--- src/rtl/cfc_pkg.sv ---
// Shared types, constants and CRC function for the CRC-16 frame checker.
`timescale 1ns / 1ps

package cfc_pkg;

  localparam int MAX_FRAME_BYTES_DEF = 128;
  localparam int MIN_FRAME_BYTES     = 4;

  localparam logic [15:0] CRC_INIT    = 16'hFFFF;
  localparam logic [15:0] CRC_POLY    = 16'hA001;
  localparam logic [7:0]  START_RESET = 8'hF0;
  localparam logic [7:0]  COUNT_SAT   = 8'hFF;

  localparam logic [2:0] ST_OK        = 3'd0;
  localparam logic [2:0] ST_SHORT     = 3'd1;
  localparam logic [2:0] ST_BAD_START = 3'd2;
  localparam logic [2:0] ST_LEN       = 3'd3;
  localparam logic [2:0] ST_CRC       = 3'd4;
  localparam logic [2:0] ST_LONG      = 3'd5;

  typedef struct packed {
    logic [7:0] byte_in;
    logic       last_byte;
  } cfc_item_t;

  typedef struct packed {
    logic [7:0] payload_byte;
    logic       payload_valid;
    logic       frame_done;
    logic [2:0] frame_status;
    logic [7:0] frame_type;
    logic [7:0] payload_count;
  } cfc_result_t;

  // Reflected CRC-16/MODBUS, one byte, LSB first
  function automatic logic [15:0] crc_byte(input logic [15:0] crc, input logic [7:0] b);
    logic [15:0] c;
    c = crc ^ {8'h00, b};
    for (int i = 0; i < 8; i++) begin
      if (c[0]) begin
        c = (c >> 1) ^ CRC_POLY;
      end else begin
        c = c >> 1;
      end
    end
    return c;
  endfunction

endpackage

--- src/rtl/cfc_core.sv ---
// Frame state, CRC update and verdict logic of the CRC-16 frame checker.
`timescale 1ns / 1ps

module cfc_core #(
  parameter int MAX_FRAME_BYTES = cfc_pkg::MAX_FRAME_BYTES_DEF
) (
  input  logic                 clk,
  input  logic                 rst_n,
  input  logic                 cfg_we,
  input  logic [7:0]           cfg_start_byte,
  input  logic                 fire,
  input  cfc_pkg::cfc_item_t   item,
  output cfc_pkg::cfc_result_t result
);

  localparam logic [7:0] MAX_POS = 8'(MAX_FRAME_BYTES);

  logic [7:0]  start_r;
  logic [7:0]  d0_r, d1_r;
  logic [7:0]  count_r;
  logic [15:0] crc_r;
  logic [7:0]  first_r, len_r, type_r;

  logic [7:0]  first_nxt, len_nxt, type_nxt, count_nxt;
  logic [15:0] crc_nxt;
  logic        hashing;
  logic [15:0] rx_crc;
  logic [2:0]  status;

  assign hashing   = count_r >= 8'd2;
  assign crc_nxt   = hashing ? cfc_pkg::crc_byte(crc_r, d1_r) : crc_r;
  assign first_nxt = (count_r == 8'd0) ? item.byte_in : first_r;
  assign len_nxt   = (count_r == 8'd1) ? item.byte_in : len_r;
  assign type_nxt  = (count_r == 8'd2) ? item.byte_in : type_r;
  assign count_nxt = (count_r == cfc_pkg::COUNT_SAT) ? count_r : count_r + 8'd1;
  assign rx_crc    = {item.byte_in, d0_r};

  always_comb begin
    if (count_r < 8'(cfc_pkg::MIN_FRAME_BYTES - 1)) begin
      status = cfc_pkg::ST_SHORT;
    end else if (count_r >= MAX_POS) begin
      status = cfc_pkg::ST_LONG;
    end else if (first_nxt != start_r) begin
      status = cfc_pkg::ST_BAD_START;
    end else if (len_nxt != count_r - 8'd1) begin
      status = cfc_pkg::ST_LEN;
    end else if (rx_crc != crc_nxt) begin
      status = cfc_pkg::ST_CRC;
    end else begin
      status = cfc_pkg::ST_OK;
    end
  end

  always_comb begin
    result.payload_byte  = hashing ? d1_r : 8'd0;
    result.payload_valid = count_r >= 8'd5;
    result.frame_done    = item.last_byte;
    result.frame_status  = item.last_byte ? status : cfc_pkg::ST_OK;
    result.frame_type    = item.last_byte ? type_nxt : 8'd0;
    result.payload_count = (item.last_byte && len_nxt >= 8'd3) ? len_nxt - 8'd3 : 8'd0;
  end

  always_ff @(posedge clk) begin
    if (!rst_n) begin
      start_r <= cfc_pkg::START_RESET;
    end else if (cfg_we) begin
      start_r <= cfg_start_byte;
    end
  end

  always_ff @(posedge clk) begin
    if (!rst_n) begin
      d0_r    <= 8'd0;
      d1_r    <= 8'd0;
      count_r <= 8'd0;
      crc_r   <= cfc_pkg::CRC_INIT;
      first_r <= 8'd0;
      len_r   <= 8'd0;
      type_r  <= 8'd0;
    end else if (fire) begin
      if (item.last_byte) begin
        d0_r    <= 8'd0;
        d1_r    <= 8'd0;
        count_r <= 8'd0;
        crc_r   <= cfc_pkg::CRC_INIT;
        first_r <= 8'd0;
        len_r   <= 8'd0;
        type_r  <= 8'd0;
      end else begin
        d0_r    <= item.byte_in;
        d1_r    <= d0_r;
        count_r <= count_nxt;
        crc_r   <= crc_nxt;
        first_r <= first_nxt;
        len_r   <= len_nxt;
        type_r  <= type_nxt;
      end
    end
  end

endmodule

--- config.mk ---
export PLATFORM = sky130hd
export DESIGN_NAME = cfc_core
export DESIGN_NICKNAME = d
export VERILOG_FILES = /design/src/rtl/cfc_pkg.sv /design/src/rtl/cfc_core.sv
export SDC_FILE = /design/constraint.sdc
export NUM_CORES = 1
export LEC_CHECK = 0
export ABC_AREA = 1
export BUFFER_PORTS_ARGS = -buffer_cell sky130_fd_sc_hd__buf_2
export CORE_AREA = 5 5 94 96
export DETAILED_ROUTE_END_ITERATION = 8
export DIE_AREA = 0 0 99 101
export PLACE_DENSITY = 0.91
export SKIP_LAST_GASP = 1
export SLEW_MARGIN = 20
export SYNTH_ARGS = -nofsm -noshare
export SYNTH_HDL_FRONTEND = slang
export SYNTH_SLANG_ARGS = --single-unit
--- constraint.sdc ---
create_clock -name clk -period 3.2 [get_ports clk]
set_clock_uncertainty 0.2 [all_clocks]
set_input_delay 0.32 -clock clk [delete_from_list [all_inputs] [get_ports clk]]
set_output_delay 0.32 -clock clk [all_outputs]
set_load 0.02 [all_outputs]
==> reports/results.ini <==
[clock_tree]
clk_pin_slew_worst_paths_ns = 0.09
htree_levels = 3
cts-buffers-inserted = 9
cts_sinks = 72
cts-root-buf = clkbuf_8
cts_tree = done
clock_latency_ns = 0.36
clk_path_buf_depth = 2

[detailed_routing]
drt_iter0_drc = 501
drc = 0
avgRoutedWirePerCell_um = 16.67
drtAntennaViolNets = 0
dr.pass1.iters = 8
routed_via_density = 5.900
routed_wl_um = 15360
vias = 5434

[layout]
drive_above_1_share_pct = 26.10
diodes = 0
layout_common_cells = nand2_1 (253), dfxtp_1 (63), a21oi_1 (57)
layout.nets = 838
mostFrequentLayoutCell = nand2_1
syn_to_final_growth_pct = 27.97

[worst_setup_path]
cp-start-kind = flop
arrival_ns = 2.85
cp-end-kind = output port
reg2reg_slack_ns = 0.45
crit_type = flop to output port
cp_data_required_time_ns = 2.68
cp_max_fo = 8

[placed_design]
numPortBuffers = 49
place_congestion = 0.9778
dpl.hpwl_um = 9005
dp_worst_setup_slack_ns = 0.1301

[floorplan]
core_region_area_mm2 = 0.007969
die_h_um = 101
die_w_um = 99
dieArea_mm2 = 0.009999
start_util_pct = 56.63
rows = 33
io_pins = 50

[synth]
yosysTopAreaCell = dfxtp_1
syn_avg_cell_area_um2 = 6.251
synth_area_mm2 = 0.004513
synth_fp_nets = 749
synth_top_area_share_pct = 31.94
ys_top_cells_by_area = dfxtp_1 (32%), nand2_1 (22%), a21oi_1 (6.5%)
synth_cell_types = 39
ys.warnings.count = 0
ys_seq_elements = 72
yosysSeqAreaShare_pct = 31.94
synth_cells = 722

[global_routing]
grt_pass1_wl_um = 22090
grt_pass1_vias = 4914
grt_usage_pct = 27.32
grt.overflow.total = 0
grt_max_degree = 57
antenna_found_initial = 0

[timing]
timing.fmax_mhz = 296.6
fin_crit_ns = 3.372
final_hold_viol_count = 0
fin_ws_ns = -0.1716
final-max-slew-violation-count = 0
setup-violations-final = 5
rsz0062_at_grt = yes
relSlewSlack_pct = 61.95
whs_ns = 0.005540
worst_pin_slew_ns = 0.5707
fin_crit_sh_pct = 105.4

[run_status]
violations = negative setup slack
status = finished with violations

[power]
intPower_uw = 1533
power_frac_seq_pct = 41.3
p_clk_share_pct = 33.1
power.switching_uw = 784.1
p_sw_share_pct = 33.84
powerDensity_mw_per_mm2 = 401.2
p_leak_uw = 0.002683
ir_worst_vdd_v = 0.0003770
pwr-share-comb_pct = 25.6

[hold_path]
min_path_type = input pin to flop

[job]
cap_violations = 0

[area by class of cell]
cell class / count / area, um2
repair buffers: 104 / 773.2
flip-flops and latches: 72 / 1463
inverters: 62 / 247.7
multi-input cells: 562 / 2955
clock buffers: 10 / 137.6
well taps: 105 / 131.4
clock inverters: 6 / 67.56
fillers: 574 / 2193
[final timing paths]
check,from,endpoint,cells after the start
hold reg to reg,type_r[3],type_r[3],2
setup reg to reg,count_r[0],count_r[7],15
hold / removal,cfg_start_byte[3],start_r[3],3
setup / recovery,count_r[0],result[18],14
[stage by stage]
stage | area, um2 | util, % | std cells | power (uW) | TNS, ns
CTS | 5349 | 67.12 | 897 | 2221 | -0.004233
floorplan | 4513 | - | 722 | 1312 | 0
global route | 5776 | 72.48 | 921 | 2417 | -2.257
global placement | 4891 | 61.38 | 864 | 1419 | 0
finish | 5776 | 72.48 | 921 | 2317 | -0.3114
detailed placement | 4891 | 61.38 | 864 | 1433 | 0
[synth_stat cells (all sizes together)]
cell type  number
o211ai          9
xor2           14
nor3            8
or2            24
a31oi           1
dfxtp          72
nand3b          3
nand4           2
a211oi          2
xnor2          11
nor3b           1
ha              6
nand3          50
buf             8
and3            1
a21oi          60
o2111ai         1
a21boi          1
clkinv          3
o21ai          43
clkbuf         20
inv            59
nor2           55
nand2         268
[sequential cells by signal, summed over array words and instances (netlist names)]
signal,cells
d1_r,8
count_r,8
crc_r,16
type_r,8
start_r,8
len_r,8
first_r,8
d0_r,8
[power groups by stage]
| stage | Clock [uW] | Combinational (uW) | Sequential, uW |
|---|---|---|---|
| after floorplan | 0 | 342 | 969 |
| after global placement | 0 | 445 | 974 |
| after detailed placement | 0 | 457 | 976 |
| after CTS | 765 | 501 | 955 |
| after global routing | 813 | 643 | 961 |
| final | 767 | 593 | 957 |
[worst max-delay path, stage by stage (launching register included)]
cell     delay [ns]
dfxtp_4        0.38
buf_6          0.11
ha_4           0.13
inv_2          0.05
nor3_4         0.34
buf_6          0.21
o21ai_2        0.11
xor2_1         0.17
nand2_1        0.09
nor2_2         0.13
nand3_2        0.15
nor2_4         0.19
nand2_2        0.08
a21oi_2        0.17
buf_4          0.16
[cells by family (layout without fill, tap and decap cells)]
family	after synthesis	count (layout)	synth area share (%)
AND/OR/NAND/NOR	412	414	39.06
AO/OA/AOI/OAI	117	117	14.42
adder cells (fa/ha/maj)	6	6	1.663
buffers and inverters	90	182	8.067
XOR/XNOR	25	25	4.852
flip-flops	72	72	31.94
[routing by layer]
layer / vias up / global-route usage, % / part of all wire [%]
met5: - / 0 / 0
met4: 0 / 19.33 / 7.1
met1: 2448 / 31.48 / 36
met2: 380 / 44.89 / 46
met3: 126 / 5.952 / 10
li1: 2480 / - / -
[what timing repair did]
action	4_1_cts	5_1_grt
endpoints found under the setup margin	11	11
hold endpoints to repair	6	0
gates cloned	3	1
gates resized for setup	27	71
hold buffers	6	0
buffers inserted	8	23
pin swaps	6	36
Power figures use the tool's default switching activity.
